[src/rtl/prla_pkg.sv]
// ----------------------------------------------------------------------------
// prla_pkg
// Shared types, constants and codes for the priority round-robin lane arbiter.
// ----------------------------------------------------------------------------
package prla_pkg;

	localparam int LANE_COUNT   = 4;
	localparam int LANE_BITS    = $clog2(LANE_COUNT);
	localparam int COUNT_BITS   = $clog2(LANE_COUNT + 1);
	localparam int QUEUE_BITS   = 8;
	localparam int AGE_BITS     = 8;
	localparam int CFG_BITS     = 8;
	localparam int QUANTUM_BITS = 4;
	localparam int CLASS_BITS   = 2;
	localparam int OP_BITS      = 2;
	localparam int MODE_BITS    = 2;
	localparam int INDEX_BITS   = 3;
	localparam int LOAD_BITS    = QUEUE_BITS + COUNT_BITS;
	localparam int PROD_BITS    = CFG_BITS + COUNT_BITS;
	localparam int CMP_BITS     = (LOAD_BITS > PROD_BITS) ? LOAD_BITS : PROD_BITS;

	localparam logic [AGE_BITS-1:0] AGE_MAX = {AGE_BITS{1'b1}};

	// operation codes
	localparam logic [OP_BITS-1:0] OP_SCHEDULE = 2'd0;
	localparam logic [OP_BITS-1:0] OP_PREEMPT  = 2'd1;
	localparam logic [OP_BITS-1:0] OP_SERVICE  = 2'd2;
	localparam logic [OP_BITS-1:0] OP_TICK     = 2'd3;

	// mode codes
	localparam logic [MODE_BITS-1:0] MODE_PLAIN    = 2'd0;
	localparam logic [MODE_BITS-1:0] MODE_AGING    = 2'd1;
	localparam logic [MODE_BITS-1:0] MODE_ADAPTIVE = 2'd2;

	// grant classes
	localparam logic [CLASS_BITS-1:0] CLASS_EMERGENCY = 2'd0;
	localparam logic [CLASS_BITS-1:0] CLASS_NORMAL    = 2'd1;
	localparam logic [CLASS_BITS-1:0] CLASS_LOW       = 2'd2;

	// configuration register indexes
	localparam logic [INDEX_BITS-1:0] REG_MODE       = 3'd0;
	localparam logic [INDEX_BITS-1:0] REG_BUSY_THRESH = 3'd1;
	localparam logic [INDEX_BITS-1:0] REG_AGING_LIMIT = 3'd2;
	localparam logic [INDEX_BITS-1:0] REG_HEAVY_AVG  = 3'd3;
	localparam logic [INDEX_BITS-1:0] REG_LIGHT_AVG  = 3'd4;
	localparam logic [INDEX_BITS-1:0] REG_Q_DEFAULT  = 3'd5;
	localparam logic [INDEX_BITS-1:0] REG_Q_HEAVY    = 3'd6;
	localparam logic [INDEX_BITS-1:0] REG_Q_LIGHT    = 3'd7;

	typedef struct packed {
		logic [MODE_BITS-1:0]    mode;
		logic [CFG_BITS-1:0]     busy_queue_threshold;
		logic [CFG_BITS-1:0]     aging_limit;
		logic [CFG_BITS-1:0]     heavy_load_average;
		logic [CFG_BITS-1:0]     light_load_average;
		logic [QUANTUM_BITS-1:0] quantum_default;
		logic [QUANTUM_BITS-1:0] quantum_heavy;
		logic [QUANTUM_BITS-1:0] quantum_light;
	} cfg_t;

	// what one lane reports to the merge stage
	typedef struct packed {
		logic                  eligible;
		logic [CLASS_BITS-1:0] cls;
		logic                  ready;
		logic [QUEUE_BITS-1:0] load;
	} lane_info_t;

	typedef struct packed {
		logic                    found;
		logic [LANE_BITS-1:0]    lane;
		logic [CLASS_BITS-1:0]   cls;
		logic [LANE_BITS-1:0]    next_pointer;
		logic [QUANTUM_BITS-1:0] quantum;
	} pick_t;

endpackage

[src/rtl/prla_lane.sv]
// ----------------------------------------------------------------------------
// prla_lane
// One lane: class and eligibility of the lane, its load share and next age.
// ----------------------------------------------------------------------------
module prla_lane (
	input  prla_pkg::cfg_t                       cfg,
	input  logic [prla_pkg::OP_BITS-1:0]         operation,
	input  logic                                 is_target,
	input  logic                                 ready,
	input  logic                                 blocked,
	input  logic                                 emergency,
	input  logic [prla_pkg::QUEUE_BITS-1:0]      lane_queue,
	input  logic [prla_pkg::AGE_BITS-1:0]        age,
	output prla_pkg::lane_info_t                 info,
	output logic [prla_pkg::AGE_BITS-1:0]        age_next
);
	import prla_pkg::*;

	logic busy;
	logic aged;

	assign busy = {{CMP_BITS-QUEUE_BITS{1'b0}}, lane_queue}
		> {{CMP_BITS-CFG_BITS{1'b0}}, cfg.busy_queue_threshold};
	// promotion of a starved low lane only in fair mode
	assign aged = (cfg.mode == MODE_AGING)
		&& ({{CMP_BITS-AGE_BITS{1'b0}}, age} > {{CMP_BITS-CFG_BITS{1'b0}}, cfg.aging_limit});

	always_comb begin
		info.eligible = ready & ~blocked;
		info.ready    = ready;
		info.load     = ready ? lane_queue : '0;
		if (emergency) begin
			info.cls = CLASS_EMERGENCY;
		end else if (busy || aged) begin
			info.cls = CLASS_NORMAL;
		end else begin
			info.cls = CLASS_LOW;
		end
	end

	always_comb begin
		case (operation)
			OP_TICK: begin
				age_next = (age == AGE_MAX) ? age : age + AGE_BITS'(1);
			end
			OP_SERVICE: begin
				age_next = is_target ? '0 : age;
			end
			default: begin
				age_next = age;
			end
		endcase
	end

endmodule

[src/rtl/prla_merge.sv]
// ----------------------------------------------------------------------------
// prla_merge
// Merge stage: highest class wins, rotating pick from the shared pointer,
// adaptive quantum from the summed load.
// ----------------------------------------------------------------------------
module prla_merge (
	input  prla_pkg::cfg_t                       cfg,
	input  prla_pkg::lane_info_t                 info [prla_pkg::LANE_COUNT],
	input  logic [prla_pkg::LANE_BITS-1:0]       pointer,
	output prla_pkg::pick_t                      pick
);
	import prla_pkg::*;

	logic [LANE_COUNT-1:0] req_emerg;
	logic [LANE_COUNT-1:0] req_normal;
	logic [LANE_COUNT-1:0] req_low;
	logic [LANE_COUNT-1:0] req_sel;
	logic [CLASS_BITS-1:0] cls_sel;
	logic [LOAD_BITS-1:0]  total;
	logic [COUNT_BITS-1:0] count;
	logic [CMP_BITS-1:0]   heavy_bound;
	logic [CMP_BITS-1:0]   light_bound;
	logic [CMP_BITS-1:0]   total_x;
	logic [LANE_BITS:0]    idx_w;
	logic [LANE_BITS:0]    nxt_w;
	logic [LANE_BITS-1:0]  idx;

	always_comb begin
		for (int i = 0; i < LANE_COUNT; i++) begin
			req_emerg[i]  = info[i].eligible && (info[i].cls == CLASS_EMERGENCY);
			req_normal[i] = info[i].eligible && (info[i].cls == CLASS_NORMAL);
			req_low[i]    = info[i].eligible && (info[i].cls == CLASS_LOW);
		end
		if (|req_emerg) begin
			req_sel = req_emerg;
			cls_sel = CLASS_EMERGENCY;
		end else if (|req_normal) begin
			req_sel = req_normal;
			cls_sel = CLASS_NORMAL;
		end else begin
			req_sel = req_low;
			cls_sel = CLASS_LOW;
		end
	end

	// load totals over the ready lanes, blocked or not
	always_comb begin
		total = '0;
		count = '0;
		for (int i = 0; i < LANE_COUNT; i++) begin
			total = total + LOAD_BITS'(info[i].load);
			count = count + COUNT_BITS'(info[i].ready);
		end
		total_x     = CMP_BITS'(total);
		heavy_bound = CMP_BITS'(count) * CMP_BITS'(cfg.heavy_load_average);
		light_bound = CMP_BITS'(count) * CMP_BITS'(cfg.light_load_average);
	end

	always_comb begin
		pick.found        = 1'b0;
		pick.lane         = '0;
		pick.cls          = cls_sel;
		pick.next_pointer = pointer;
		idx_w             = '0;
		idx               = '0;
		nxt_w             = '0;
		for (int k = LANE_COUNT - 1; k >= 0; k--) begin
			idx_w = {1'b0, pointer} + (LANE_BITS+1)'(k);
			if (idx_w >= (LANE_BITS+1)'(LANE_COUNT)) begin
				idx_w = idx_w - (LANE_BITS+1)'(LANE_COUNT);
			end
			idx = idx_w[LANE_BITS-1:0];
			// scanned backwards so the nearest request at or after the pointer wins
			if (req_sel[idx]) begin
				pick.found = 1'b1;
				pick.lane  = idx;
			end
		end
		nxt_w = {1'b0, pick.lane} + (LANE_BITS+1)'(1);
		if (nxt_w >= (LANE_BITS+1)'(LANE_COUNT)) begin
			nxt_w = '0;
		end
		if (pick.found) begin
			pick.next_pointer = nxt_w[LANE_BITS-1:0];
		end
		pick.quantum = cfg.quantum_default;
		if (cfg.mode == MODE_ADAPTIVE && count != '0) begin
			if (total_x > heavy_bound) begin
				pick.quantum = cfg.quantum_heavy;
			end else if (total_x < light_bound) begin
				pick.quantum = cfg.quantum_light;
			end
		end
	end

endmodule

[src/rtl/priority_round_robin_lane_arbiter_unit.sv]
// ----------------------------------------------------------------------------
// priority_round_robin_lane_arbiter_unit
// Four-lane three-class round-robin arbiter with aging and adaptive quantum.
// ----------------------------------------------------------------------------
// Usage:
//   item channel   : item_valid / item_stall with operation, lane masks,
//                    per-lane queue lengths and target_lane. One request per
//                    transaction: schedule, preempt, record service or tick.
//   result channel : result_valid / result_stall; every request gives one
//                    result transaction (grant_valid low for no grant).
//   cfg channel    : cfg_valid / cfg_ready (always ready), cfg_index picks
//                    the register, cfg_data carries the value. Write only
//                    while no request is outstanding.
//   Results are registered on acceptance. Throughput is one request per cycle
//   while item_stall is low; the four lane units and the merge stage resolve
//   a request as it is accepted, and the pointer and ages update at that edge.
//   A single output register holds the result: while it is full and the
//   receiver stalls, item_stall is raised and the request waits.
//   Reset clears the pointer and all ages and loads the register defaults.
// ----------------------------------------------------------------------------
module priority_round_robin_lane_arbiter_unit (
	input  logic                                 clk,
	input  logic                                 arst_n,
	input  logic                                 item_valid,
	output logic                                 item_stall,
	input  logic [prla_pkg::OP_BITS-1:0]         operation,
	input  logic [prla_pkg::LANE_COUNT-1:0]      ready_mask,
	input  logic [prla_pkg::LANE_COUNT-1:0]      blocked_mask,
	input  logic [prla_pkg::LANE_COUNT-1:0]      emergency_mask,
	input  logic [prla_pkg::QUEUE_BITS-1:0]      queue_length_0,
	input  logic [prla_pkg::QUEUE_BITS-1:0]      queue_length_1,
	input  logic [prla_pkg::QUEUE_BITS-1:0]      queue_length_2,
	input  logic [prla_pkg::QUEUE_BITS-1:0]      queue_length_3,
	input  logic [prla_pkg::LANE_BITS-1:0]       target_lane,
	output logic                                 result_valid,
	input  logic                                 result_stall,
	output logic                                 grant_valid,
	output logic [prla_pkg::LANE_BITS-1:0]       grant_lane,
	output logic [prla_pkg::CLASS_BITS-1:0]      grant_class,
	output logic [prla_pkg::QUANTUM_BITS-1:0]    quantum,
	input  logic                                 cfg_valid,
	output logic                                 cfg_ready,
	input  logic [prla_pkg::INDEX_BITS-1:0]      cfg_index,
	input  logic [prla_pkg::CFG_BITS-1:0]        cfg_data
);
	import prla_pkg::*;

	cfg_t                    cfg_q;
	logic [LANE_BITS-1:0]    next_pointer_q;
	logic [AGE_BITS-1:0]     lane_age_q [LANE_COUNT];
	logic [AGE_BITS-1:0]     age_next [LANE_COUNT];
	logic [QUEUE_BITS-1:0]   queue_len [LANE_COUNT];
	lane_info_t              info [LANE_COUNT];
	pick_t                   pick;
	logic                    accept;
	logic                    result_valid_q;
	logic                    grant_valid_q;
	logic [LANE_BITS-1:0]    grant_lane_q;
	logic [CLASS_BITS-1:0]   grant_class_q;
	logic [QUANTUM_BITS-1:0] quantum_q;

	assign queue_len[0] = queue_length_0;
	assign queue_len[1] = queue_length_1;
	assign queue_len[2] = queue_length_2;
	assign queue_len[3] = queue_length_3;

	assign cfg_ready  = 1'b1;
	assign item_stall = result_valid_q & result_stall;
	assign accept     = item_valid & ~item_stall;

	for (genvar g = 0; g < LANE_COUNT; g++) begin : g_lane
		prla_lane u_lane (
			.cfg          (cfg_q),
			.operation    (operation),
			.is_target    (target_lane == LANE_BITS'(g)),
			.ready        (ready_mask[g]),
			.blocked      (blocked_mask[g]),
			.emergency    (emergency_mask[g]),
			.lane_queue   (queue_len[g]),
			.age          (lane_age_q[g]),
			.info         (info[g]),
			.age_next     (age_next[g])
		);
	end

	prla_merge u_merge (
		.cfg     (cfg_q),
		.info    (info),
		.pointer (next_pointer_q),
		.pick    (pick)
	);

	// configuration registers
	always_ff @(posedge clk or negedge arst_n) begin
		if (!arst_n) begin
			cfg_q.mode                 <= MODE_PLAIN;
			cfg_q.busy_queue_threshold <= CFG_BITS'(3);
			cfg_q.aging_limit          <= CFG_BITS'(30);
			cfg_q.heavy_load_average   <= CFG_BITS'(8);
			cfg_q.light_load_average   <= CFG_BITS'(2);
			cfg_q.quantum_default      <= QUANTUM_BITS'(3);
			cfg_q.quantum_heavy        <= QUANTUM_BITS'(2);
			cfg_q.quantum_light        <= QUANTUM_BITS'(4);
		end else if (cfg_valid && cfg_ready) begin
			case (cfg_index)
				REG_MODE:        cfg_q.mode                 <= cfg_data[MODE_BITS-1:0];
				REG_BUSY_THRESH: cfg_q.busy_queue_threshold <= cfg_data;
				REG_AGING_LIMIT: cfg_q.aging_limit          <= cfg_data;
				REG_HEAVY_AVG:   cfg_q.heavy_load_average   <= cfg_data;
				REG_LIGHT_AVG:   cfg_q.light_load_average   <= cfg_data;
				REG_Q_DEFAULT:   cfg_q.quantum_default      <= cfg_data[QUANTUM_BITS-1:0];
				REG_Q_HEAVY:     cfg_q.quantum_heavy        <= cfg_data[QUANTUM_BITS-1:0];
				REG_Q_LIGHT:     cfg_q.quantum_light        <= cfg_data[QUANTUM_BITS-1:0];
				default: ;
			endcase
		end
	end

	// arbiter state
	always_ff @(posedge clk or negedge arst_n) begin
		if (!arst_n) begin
			next_pointer_q <= '0;
			for (int i = 0; i < LANE_COUNT; i++) begin
				lane_age_q[i] <= '0;
			end
		end else if (accept) begin
			for (int i = 0; i < LANE_COUNT; i++) begin
				lane_age_q[i] <= age_next[i];
			end
			case (operation)
				OP_SCHEDULE: next_pointer_q <= pick.next_pointer;
				OP_PREEMPT:  next_pointer_q <= target_lane;
				default:     next_pointer_q <= next_pointer_q;
			endcase
		end
	end

	// result register
	always_ff @(posedge clk or negedge arst_n) begin
		if (!arst_n) begin
			result_valid_q <= 1'b0;
		end else if (accept) begin
			result_valid_q <= 1'b1;
		end else if (!result_stall) begin
			result_valid_q <= 1'b0;
		end
	end

	always_ff @(posedge clk) begin
		if (accept) begin
			case (operation)
				OP_SCHEDULE: begin
					grant_valid_q <= pick.found;
					grant_lane_q  <= pick.found ? pick.lane : '0;
					grant_class_q <= pick.found ? pick.cls : CLASS_EMERGENCY;
					quantum_q     <= pick.found ? pick.quantum : '0;
				end
				OP_PREEMPT: begin
					grant_valid_q <= 1'b1;
					grant_lane_q  <= target_lane;
					grant_class_q <= CLASS_EMERGENCY;
					quantum_q     <= cfg_q.quantum_default;
				end
				default: begin
					grant_valid_q <= 1'b0;
					grant_lane_q  <= '0;
					grant_class_q <= CLASS_EMERGENCY;
					quantum_q     <= '0;
				end
			endcase
		end
	end

	assign result_valid = result_valid_q;
	assign grant_valid  = grant_valid_q;
	assign grant_lane   = grant_lane_q;
	assign grant_class  = grant_class_q;
	assign quantum      = quantum_q;

	// stall towards the item side only when a result is held back
	assert property (@(posedge clk) disable iff (!arst_n)
		item_stall |-> result_valid)
		else $error("item stall raised with no result held");

	assert property (@(posedge clk) disable iff (!arst_n)
		(result_valid && !grant_valid) |-> (grant_lane == '0 && quantum == '0
			&& grant_class == CLASS_EMERGENCY))
		else $error("empty result carries nonzero fields");

	assert property (@(posedge clk) disable iff (!arst_n)
		(accept && operation == OP_PREEMPT) |=> (next_pointer_q == $past(target_lane)))
		else $error("preempt did not move the pointer to the target lane");

	assert property (@(posedge clk) disable iff (!arst_n)
		(accept && operation == OP_TICK) |=> (lane_age_q[0] >= $past(lane_age_q[0])))
		else $error("tick lowered a lane age");

	assert property (@(posedge clk) disable iff (!arst_n)
		(accept && operation == OP_SCHEDULE && !pick.found) |=> $stable(next_pointer_q))
		else $error("pointer moved on a schedule with no grant");

endmodule
[config.mk]
export PLATFORM = sky130hd
export DESIGN_NAME = priority_round_robin_lane_arbiter_unit
export DESIGN_NICKNAME = d
export VERILOG_FILES = /design/src/rtl/prla_pkg.sv /design/src/rtl/prla_lane.sv /design/src/rtl/prla_merge.sv /design/src/rtl/priority_round_robin_lane_arbiter_unit.sv
export SDC_FILE = /design/constraint.sdc
export NUM_CORES = 1
export LEC_CHECK = 0
export BUFFER_PORTS_ARGS = -buffer_cell sky130_fd_sc_hd__clkbuf_2
export CORE_UTILIZATION = 59
export CTS_CLUSTER_DIAMETER = 100
export DETAILED_ROUTE_END_ITERATION = 16
export HOLD_SLACK_MARGIN = 0.1
export MAX_ROUTING_LAYER = met4
export PLACE_DENSITY = 0.79
export RECOVER_POWER = 25
export SLEW_MARGIN = 10
export SYNTH_ARGS = -nofsm -noshare
export SYNTH_HDL_FRONTEND = slang
export SYNTH_SLANG_ARGS = --single-unit
[constraint.sdc]
create_clock -name clk -period 4.9 [get_ports clk]
set_input_delay 0.49 -clock clk [delete_from_list [all_inputs] [get_ports clk]]
set_output_delay 0.49 -clock clk [all_outputs]
set_load 0.01 [all_outputs]
==> summary.txt, run 1 <==
WL met1: 9.62 mm
Pre-CTS setup slack: -966 ps
Initial antenna violation count: 0
Yosys reg bits: 90
Wire length on met3: 963 um
Via density: 5.89
CTS tree: yes
Clock buffer depth: 2
DIE AREA: 14900 um2
Pin count of the biggest net entering global routing: 82
Ant diodes: 0
Failing checks: capacitance limit, slew limit, setup timing
Final number of max-transition violations: 82
Asr flop ratio synth: 90.0%
Routability cong.: 0.946
Final Setup Violations: 4
DP HPWL: 16.9 mm
Cell variety after synth: 67
Syn Nets: 1174
Worst Setup End Kind: flip-flop
Clock-pin transition on the worst setup and hold timing paths: 70 ps
Worst-Skew Late Latency: 350 ps
Leak: 5.02 nW
Rows: 43
Area growth from synthesis to layout: 22.6%
Die height: 122 um
Setup CP Type: input port to flip-flop
Highest routed layer: met4
Delay of the slowest critical-path stage: 550 ps
Avg WL per Cell: 17.1 um
Die width: 122 um
Mapped Area: 8500 um2
Syn Area/Cell: 8.83 um2
FF-to-FF path depth: 18
TritonCTS Buffers: 9
Final Hold Fails: 0
Layout cells sized above 1: 25.5%
Worst EP arrival: 5380 ps
Measured slew at the worst slew-check pin: 4240 ps
First-pass GRT wire length: 35.3 mm
Starting Density: 60.7%
Drt total wl: 22.3 mm
Vias: 7699
Buffers and inverters on the worst path: 5
CP endpoint: quantum[1]$_DFFE_PP_
Max H-tree Level: 3
GR Util All Layers: 31.4%
Port Buffer Count: 74
Hold buffer count at CTS: 0
Tmin final: 5280 ps
Synth Warn #: 0
Final ANT Viol Nets: 0
Gr ovfl total: 0
Fin nets: 1335
Setup_tns: -1490 ps
Register area share after synthesis: 27.2%
Worst hold stages: 2
Clk_skew: 10.3 ps
PnR worst setup slack: -383 ps
CP Max Fanout: 6
Worst setup SP type: input port
Routed length on met2: 11.2 mm
MaxCap Viol Count: 1
DR iter-0 viols: 512
Critical Path, Cell by Cell: clkbuf_16 > ha_4 > inv_2 > fa_2 > nand2b_4 > fa_1 > inv_2 > buf_4 > buf_4 > fa_1 > xnor2_2 > ha_1 > or3_1 > o21ai_0 > a21oi_1 > a31oi_2 > o22ai_1 > a211o_2 > or2_4 > o32a_1 > nand3_1 > a21oi_1
Post-synth EDFFs: 9
Reg-to-reg endpoint: quantum[1]$_DFFE_PP_
I/O pins: 76
Worst setup path startpoint: ready_mask[0]
Tcrit/Tclk final: 108%
First-pass DRT Iterations: 5
RR Startpoint: cfg_q[23]$_DFFE_PN1P_
Crit. path cell count: 22
Req. time, crit path: 5000 ps
Mapped Cells: 962
Crit-path slowest cell: fa_1
Core Box Area: 14000 um2
Clock sink count: 90
DRC viols: 0
Largest delay contributor family on the critical path: adder cells
Worst vdd ir: 303 uV
Status: finished, violations left
Max transition margin: -183%
Worst hold path class: input port to flip-flop
Dominant synthesized flop cell: dfrtp_1
RSZ-0062 raised after global routing: true
Via count of the first global-routing pass: 7501
Total Power: 4.03 mW
Worst reg2reg setup slack: 250 ps
Pwr Density: 387 nW/um2
CTS root buf: clkbuf_16
Fmax: 0.189 GHz
[registers in the layout, summed over array words and instances (netlist names)]
name and flops:
cfg_q 46, grant_class 2, grant_lane 2, grant_valid 1
lane_age_q 32, next_pointer_q 2, quantum 4, result_valid 1
[Yosys cell counts (19+ instances only)]
cell | number | area share [%]
a21oi_1 | 63 | 3.7
and2_1 | 26 | 1.9
dfrtp_1 | 69 | 20
fa_1 | 25 | 5.9
ha_1 | 123 | 18
inv_1 | 94 | 4.2
mux2_2 | 32 | 4.2
nand2_1 | 100 | 4.4
nand2b_1 | 30 | 2.2
nand3_1 | 22 | 1.3
nand4_1 | 24 | 1.8
nor2_1 | 51 | 2.3
o21ai_0 | 71 | 4.2
xnor2_1 | 19 | 2.0
[final cells by class]
cell class | count | area (um2)
Multi-Input combinational cell | 759 | 6060
Fill cell | 1027 | 3570
Sequential cell | 90 | 2310
Timing Repair Buffer | 168 | 1120
Inverter | 95 | 357
Clock buffer | 11 | 233
Tap cell | 180 | 225
Clock inverter | 5 | 104
[placed cells by master, fill, tap and decap left out, types with 11 or more instances in the layout]
cell and instances:
a21oi_1 55, and2_1 23, buf_4 92, clkbuf_16 11, clkbuf_2 69, dfrtp_1 69
dfstp_2 12, fa_1 21, ha_1 109, ha_4 13, inv_1 85, mux2_2 32
nand2_1 98, nand2b_1 29, nand3_1 21, nand4_1 24, nor2_1 48, nor2b_1 16
nor3_1 11, o21ai_0 67, o21bai_1 12, xnor2_1 16
[kinds of logic (layout without fill, tap and decap cells)]
logic type | after synthesis | count (layout) | share of synthesized area (%)
AND/OR/NAND/NOR | 312 | 312 | 18.6
AO/OA/AOI/OAI | 236 | 236 | 17.6
adder cells (fa/ha/maj) | 148 | 148 | 24.0
buffers and inverters | 113 | 279 | 5.15
flip-flops | 90 | 90 | 27.2
multiplexers | 33 | 33 | 4.36
XOR/XNOR | 29 | 29 | 2.99
other | 1 | 1 | 0.0441
[through the flow]
step | utilization, % | instances | area [um2] | hold slack, ps
6_report | 74.5 | 1308 | 10400 | 352
5_1_grt | 74.5 | 1308 | 10400 | 371
4_1_cts | 72.9 | 1301 | 10200 | 347
3_5_place_dp | 69.2 | 1276 | 9670 | 507
3_3_place_gp | 69.2 | 1276 | 9670 | 495
2_1_floorplan | - | 962 | 8590 | 194
[where the power goes]
group	switching [mW]	total, mW	internal (mW)
registers	0.145	1.06	0.917
logic	1.12	2.18	1.06
clock network	0.290	0.789	0.500
[routing by layer]
layer	vias up	track usage, %
li1	3744	-
met1	3707	38.6
met2	203	53.0
met3	45	4.26
met4	0	10.4
met5	-	-
[how the worst min path moves through the flow]
stage	startpoint	to	slack, ps
6_report	item_valid	result_valid$_DFFE_PN0P_	350
5_1_grt	item_valid	result_valid$_DFFE_PN0P_	370
4_1_cts	arst_n	lane_age_q[18]$_DFFE_PN0P_	350
3_5_place_dp	lane_age_q[7]$_DFFE_PN0P_	lane_age_q[7]$_DFFE_PN0P_	510
3_3_place_gp	cfg_q[11]$_DFFE_PN0P_	cfg_q[11]$_DFFE_PN0P_	490
2_1_floorplan	arst_n	cfg_q[0]$_DFFE_PN0P_	190
[repair_timing]
action / CTS / global route
setup buffers: 9 / 7
pin swaps: 35 / 38
endpoints found under the setup margin: 4 / 4
resized for setup: 26 / 31
Note: power is estimated with default switching activity, not from simulation.
==> run 2, diff against run 1 <==
--- a/config.mk
+++ b/config.mk
@@ -7,10 +7,10 @@
 export LEC_CHECK = 0
 export BUFFER_PORTS_ARGS = -buffer_cell sky130_fd_sc_hd__clkbuf_2
-export CORE_UTILIZATION = 59
+export CORE_UTILIZATION = 55
 export CTS_CLUSTER_DIAMETER = 100
 export DETAILED_ROUTE_END_ITERATION = 16
 export HOLD_SLACK_MARGIN = 0.1
 export MAX_ROUTING_LAYER = met4
-export PLACE_DENSITY = 0.79
+export PLACE_DENSITY = 0.75
 export RECOVER_POWER = 25
 export SLEW_MARGIN = 10
==> constraint.sdc (replaced) <==
create_clock -name clk -period 4.9 [get_ports clk]
set_input_delay 0 -clock clk [delete_from_list [all_inputs] [get_ports clk]]
set_output_delay 0 -clock clk [all_outputs]
set_load 0.02 [all_outputs]
==> run 2 against run 1 <==
The flow finishes with violations (setup timing). Register-to-register slack better by 60 ps. Clock power is 18% lower. First-iteration DRC count is 8.8% lower. Worst setup slack better by 370 ps. Critical path type unchanged. Highest routed layer unchanged.
==> summary.txt, run 2 (synthesis results as in run 1) <==
Status: finished, violations left
Failing checks: setup timing
Ant diodes: 0 (unchanged)
Avg WL per Cell: 16.8 um (-1.2%)
Area growth from synthesis to layout: 20.2%
Fmax: 0.203 GHz (+7.4%)
Max transition margin: 28.4% (+210 points)
FF-to-FF path depth: 21 (+3)
Pint: 2.26 mW (-8.8%)
Reg-to-reg endpoint: quantum[1]$_DFFE_PP_
Routed length on met2: 10.9 mm (-2.4%)
Hold path start: operation[1]
Measured slew at the worst slew-check pin: 1070 ps (-3180 ps)
Initial antenna violation count: 0 (unchanged)
Area occupied by multi-input gates: 5950 um2 (-1.8%)
Leading cell type in the layout, fill and taps excluded: ha_1
DIE AREA: 16000 um2 (+7.2%)
Setup CP Type: input port to flip-flop
Die width: 126 um (+3.5%)
CTS root buf: clkbuf_16
Final Hold Fails: 0 (unchanged)
Clock sink count: 90 (unchanged)
Post-layout util: 67.5% (-7.0 points)
Drt total wl: 22.1 mm (-1.0%)
Tmin final: 4920 ps (-366 ps)
GR Util All Layers: 29.6% (-1.8 points)
Fin nets: 1330 (-0.37%)
TritonCTS Buffers: 9 (unchanged)
Placed Cells: 1273 (-0.24%)
Worst setup SP type: input port
Starting Density: 56.1% (-4.6 points)
Worst setup path startpoint: queue_length_1[0]
Worst Setup End Kind: flip-flop
Final ANT Viol Nets: 0 (unchanged)
DRC viols: 0 (unchanged)
Port Buffer Count: 74 (unchanged)
Proportion of power drawn by combinational gates: 55.0% (+0.9 points)
Tcrit/Tclk final: 100% (-7.5 points)
Clock-pin transition on the worst setup and hold timing paths: 60 ps (about the same)
Worst vdd ir: 247 uV (-19%)
Via count of the first global-routing pass: 7358 (-1.9%)
Via density: 5.76 (-2.1%)
Req. time, crit path: 4990 ps (about the same)
First-pass GRT wire length: 36.2 mm (+2.7%)
Final number of max-transition violations: 0 (-100%)
DP HPWL: 17.1 mm (+0.95%)
DR iter-0 viols: 467 (-8.8%)
# fillers: 1284 (+25%)
Largest Register: cfg_q
Die height: 126 um (+3.5%)
Sequential share of power: 28.0% (+1.7 points)
Final std cells w/o fill: 1311 (+0.23%)
Wire length on met3: 752 um (-22%)
Worst hold path class: input port to flip-flop
Sw power: 1.52 mW (-2.0%)
Max H-tree Level: 3 (unchanged)
Gr ovfl total: 0 (unchanged)
Routability cong.: 0.888 (-6.1%)
Worst EP arrival: 5010 ps (-370 ps)
RSZ-0062 raised after global routing: true
Pwr Density: 370 nW/um2 (-4.3%)
CTS tree: yes
Clock power share: 17.0% (-2.6 points)
Worst-Skew Late Latency: 350 ps (about the same)
Max FFs per register: 46 (unchanged)
Worst reg2reg setup slack: 310 ps (+60 ps)
CP Max Fanout: 4 (-2)
Total Power: 3.78 mW (-6.2%)
Switch share: 40.2% (+1.7 points)
Fin Hold WS: 135 ps (-216 ps)
Pin count of the biggest net entering global routing: 82 (unchanged)
Final Setup Violations: 1 (-3)
Vias: 7553 (-1.9%)
PnR worst setup slack: -17.0 ps (+366 ps)
Commonest cells after routing, fill and taps aside: ha_1, nand2_1, inv_1
CP endpoint: quantum[1]$_DFFE_PP_
Rows: 45 (+4.7%)
Clk_skew: 9.16 ps (-1.16 ps)
I/O pins: 76 (unchanged)
MaxCap Viol Count: 0 (-1)
Layout cells sized above 1: 20.8% (-4.7 points)
Clock buffer depth: 2 (unchanged)
Highest routed layer: met4
RR Startpoint: cfg_q[23]$_DFFE_PN1P_
Pre-CTS setup slack: -514 ps (+452 ps)
WL met1: 9.81 mm (+1.9%)
Leak: 4.88 nW (-2.8%)
FF+latch area: 2310 um2 (unchanged)
First-pass DRT Iterations: 5 (unchanged)
Core Box Area: 15100 um2 (+8.3%)
==> run 2: cell count changes in the layout (fill, tap and decap cells not counted), moves of 3 or more <==
cell           change
inv_2              -3
clkbuf_1          +15
dlygate4sd3_1     +13
xnor2_2            -3
clkbuf_2          -13
xnor2_1            +3
inv_1              +3
ha_1               +4
ha_4               -4
buf_4             -21
bufinv_16          -3
==> run 2: final cells by class <==
class | count | area share [%]
Clock buffer | 11 | 2.28
Clock inverter | 5 | 0.392
Timing Repair Buffer | 163 | 10.6
Sequential cell | 90 | 22.6
Tap cell | 188 | 2.30
Inverter | 95 | 3.49
Multi-Input combinational cell | 759 | 58.3
==> run 2: routing by layer <==
layer	track usage, %	vias to the layer above
met5	-	-
met4	10.6	0
met3	1.94	44
met2	50.9	183
met1	36.9	3601
li1	-	3725
==> run 2: timing repair <==
| action | CTS | global route |
|---|---|---|
| hold endpoints to repair | 115 | 0 |
| pin swaps | 21 | 30 |
| resized for setup | 13 | 21 |
| endpoints found under the setup margin | 4 | 4 |
| hold buffers | 13 | 0 |
| setup buffers | 7 | 2 |
==> run 2: worst min path at each step <==
| stage | end | slack [ps] | depth (start not counted) |
|---|---|---|---|
| final | next_pointer_q[0]$_DFFE_PN0P_ | 140 | 4 |
| after detailed placement | result_valid$_DFFE_PN0P_ | 210 | 2 |
| after global routing | grant_valid$_DFFE_PP_ | 190 | 2 |
| after floorplan | cfg_q[0]$_DFFE_PN0P_ | -300 | 0 |
| after CTS | next_pointer_q[0]$_DFFE_PN0P_ | 130 | 4 |
| after global placement | result_valid$_DFFE_PN0P_ | 210 | 2 |
==> run 2: worst max-delay path: stages <==
cell	delay [ps]
clkbuf_2	100
and2_1	160
ha_2	170
inv_1	60
fa_2	440
fa_1	540
inv_1	40
ha_1	200
inv_1	70
fa_1	180
nor2_1	50
o21ai_0	200
nand2b_1	130
a21o_1	210
a21oi_4	180
xnor2_1	80
buf_4	140
ha_1	300
a211o_1	330
a31oi_2	220
o22ai_1	110
a211o_2	350
buf_4	150
buf_4	140
a22o_1	220
a31oi_1	160
a21oi_1	60
==> run 2: power by group through the flow <==
stage	clock [mW]	sequential [mW]	combinational, mW
2_1_floorplan	0	1.03	1.33
3_3_place_gp	0	1.06	1.88
3_5_place_dp	0	1.07	1.94
4_1_cts	0.653	1.06	2.01
5_1_grt	0.683	1.08	2.34
6_report	0.644	1.06	2.08
==> run 2: metrics by stage <==
step                setup TNS, ps  area, um2
finish                      -17.0      10200
CTS                             0      10100
detailed placement          -1940       9600
floorplan                       0       8580
global route                 -484      10200
global placement            -1230       9600
==> run 3, diff against run 2 <==
- ABC_AREA: not set -> 1
- PLACE_DENSITY: 0.75 -> 0.74
==> run 3 against run 2 <==
The flow finishes with violations (capacitance limit, slew limit). Sequential cell count unchanged. Critical path depth grew 2. Critical path type unchanged. Non-clock buffer count down 65. Worst hold slack got worse by 20 ps. Largest cell class unchanged.
==> summary.txt, run 3 <==
Status: finished, violations left
Failing checks: capacitance limit, slew limit
Mapped Area: 8640 um2 (+1.7%)
Worst hold path class: input port to flip-flop
Die height: 127 um (+0.82%)
Final Setup Violations: 0 (-1)
Setup CP Type: input port to flip-flop
Drt total wl: 21.0 mm (-5.0%)
Pre-CTS setup slack: 65.4 ps (+579 ps)
Synth Warn #: 0 (unchanged)
GR Util All Layers: 28.1% (-1.5 points)
Clock-pin transition on the worst setup and hold timing paths: 60 ps (about the same)
Yosys reg bits: 90 (unchanged)
Routability cong.: 0.942 (+6.0%)
Avg WL per Cell: 14.0 um (-17%)
Clock buffer depth: 2 (unchanged)
Tcrit/Tclk final: 92.4% (-7.9 points)
DR iter-0 viols: 445 (-4.7%)
Port Buffer Count: 74 (unchanged)
Max H-tree Level: 3 (unchanged)
CTS root buf: clkbuf_16
Mapped Cells: 1184 (+23%)
Initial antenna violation count: 0 (unchanged)
DP HPWL: 17.0 mm (-0.43%)
DIE AREA: 16200 um2 (+1.6%)
Rows: 45 (unchanged)
Fin Hold WS: 115 ps (-19.9 ps)
Worst Setup End Kind: flip-flop
Pin count of the biggest net entering global routing: 82 (unchanged)
Leak: 5.51 nW (+13%)
Buffers and inverters on the worst path: 5 (-2)
Measured slew at the worst slew-check pin: 1990 ps (+924 ps)
Synth area leader: dfrtp_1
CTS tree: yes
PnR worst setup slack: 372 ps (+389 ps)
Final Hold Fails: 0 (unchanged)
Post-synth EDFFs: 9 (unchanged)
Fin nets: 1489 (+12%)
Gr ovfl total: 0 (unchanged)
Cell variety after synth: 45 (-33%)
Pwr Density: 373 nW/um2 (+0.78%)
Syn Area/Cell: 7.30 um2 (-17%)
I/O pins: 76 (unchanged)
Largest cells by area after synthesis: dfrtp_1, ha_1, nand2_1
Starting Density: 56.6% (+0.52 points)
Tmin final: 4530 ps (-389 ps)
Delay of the slowest critical-path stage: 450 ps (-90 ps)
Via density: 5.16 (-11%)
Layout cells sized above 1: 10.1% (-11 points)
Core Box Area: 15300 um2 (+0.74%)
Register area share after synthesis: 26.8% (-0.45 points)
Ant diodes: 0 (unchanged)
Total Power: 3.63 mW (-4.2%)
Final ANT Viol Nets: 0 (unchanged)
Via count of the first global-routing pass: 7368 (+0.14%)
Largest delay contributor family on the critical path: adder cells
Max FFs per register: 46 (unchanged)
RSZ-0062 raised after global routing: false
Commonest cells after routing, fill and taps aside: nand2_1, inv_1, ha_1
Final number of max-transition violations: 82 (+82)
Req. time, crit path: 5000 ps (about the same)
Top-count cell post-synth: nand2_1
Worst-Skew Late Latency: 340 ps (about the same)
MaxCap Viol Count: 1 (+1)
Top-area cell type share of the netlist area: 20.0% (-0.34 points)
Max transition margin: -32.6% (-61 points)
Setup_tns: 0 ps (+17.0 ps)
Largest Register: cfg_q
Asr flop ratio synth: 90.0% (unchanged)
Dominant synthesized flop cell: dfrtp_1
DRC viols: 0 (unchanged)
Most instantiated cells after synthesis: nand2_1, inv_1, ha_1
First-pass DRT Iterations: 7 (+2)
Fmax: 0.221 GHz (+8.6%)
First-pass GRT wire length: 34.8 mm (-3.8%)
Worst EP arrival: 4630 ps (-380 ps)
Area growth from synthesis to layout: 12.4%
Crit-path slowest cell: fa_1
CP Max Fanout: 11 (+7)
Leading cell type in the layout, fill and taps excluded: nand2_1
Clk_skew: 8.09 ps (-1.07 ps)
Crit path top cell by count: nand2_1
Vias: 7697 (+1.9%)
Clock sink count: 90 (unchanged)
Syn Nets: 1396 (+19%)
Worst setup SP type: input port
Worst vdd ir: 211 uV (-15%)
TritonCTS Buffers: 9 (unchanged)
Die width: 127 um (+0.82%)
[run 3: cell count changes after synthesis, sizes merged, moves of 11 or more]
cell and delta:
nand2b -30, a21oi +16, nand3 +25, inv +117
mux2 -32, nand4 -14, o21ai -11, nor2 +24
a31oi -11, and2 -26, nor2b -16, nand2 +243
[run 3: layout make-up]
cell class	instances	area, um2
multi-input combinational	863	5450
sequential	90	2310
clock inverter	4	51.3
inverter	215	807
fill	1393	5550
timing repair buffer	98	582
tap	211	264
clock buffer	12	246
[run 3: path summary, 6_finish.rpt]
check | startpoint | to | slack (ps) | cells past startpoint
worst min-delay path | cfg_data[1] | cfg_q[1]$_DFFE_PN0P_ | 120 | 3
worst min register to register | cfg_q[41]$_DFFE_PN0P_ | cfg_q[41]$_DFFE_PN0P_ | 490 | 2
worst max-delay path | ready_mask[0] | quantum[0]$_DFFE_PP_ | 370 | 29
min in group asynchronous | arst_n | lane_age_q[9]$_DFFE_PN0P_ | 760 | 2
worst max register to register | cfg_q[13]$_DFFE_PN1P_ | quantum[0]$_DFFE_PP_ | 830 | 23
max in group asynchronous | arst_n | cfg_q[22]$_DFFE_PN0P_ | 2970 | 2
[run 3: what timing repair did]
| action | 4_1_cts | 5_1_grt |
|---|---|---|
| setup endpoints to repair | 0 | 4 |
| endpoints found under the hold margin | 95 | 0 |
| setup buffers | 0 | 0 |
| hold buffers | 14 | 0 |
| gates resized for setup | 0 | 2 |
[run 3: cells by family after synthesis]
group           after synthesis  share of synthesized area (%)
fa+ha+maj                   148                           23.6
other cells                   1                         0.0434
compound gates              180                           11.9
simple gates                506                           24.7
buf+inv                     231                           10.2
xor+xnor                     28                           2.84
flops                        90                           26.8
[run 3: worst reg2reg max path: cells and delay by family (launching register included)]
kind | cells | cell delay, ps
flops | 1 | 560
fa+ha+maj | 4 | 1370
simple gates | 12 | 940
xor+xnor | 1 | 150
buf+inv | 2 | 140
compound gates | 4 | 690
[run 3: per-layer routing]
| layer | wire length (um) | global-route usage [%] |
|---|---|---|
| met5 | 0 | - |
| met3 | 929 | 3.60 |
| met1 | 10100 | 38.0 |
| met4 | 267 | 5.39 |
| met2 | 9650 | 45.6 |
[run 3: metrics by stage]
step	area [um2]	std cells	util [%]
floorplan	8640	1184	-
CTS	9730	1493	63.8
detailed placement	9290	1463	60.9
global placement	9290	1463	60.9
finish	9710	1493	63.7
global route	9710	1493	63.7
[run 3: where the power goes]
group | total (mW) | internal (mW) | switching, mW
sequential | 1.09 | 0.925 | 0.168
clock | 0.711 | 0.411 | 0.300
combinational | 1.82 | 0.719 | 1.10
total | 3.63 | 2.06 | 1.57
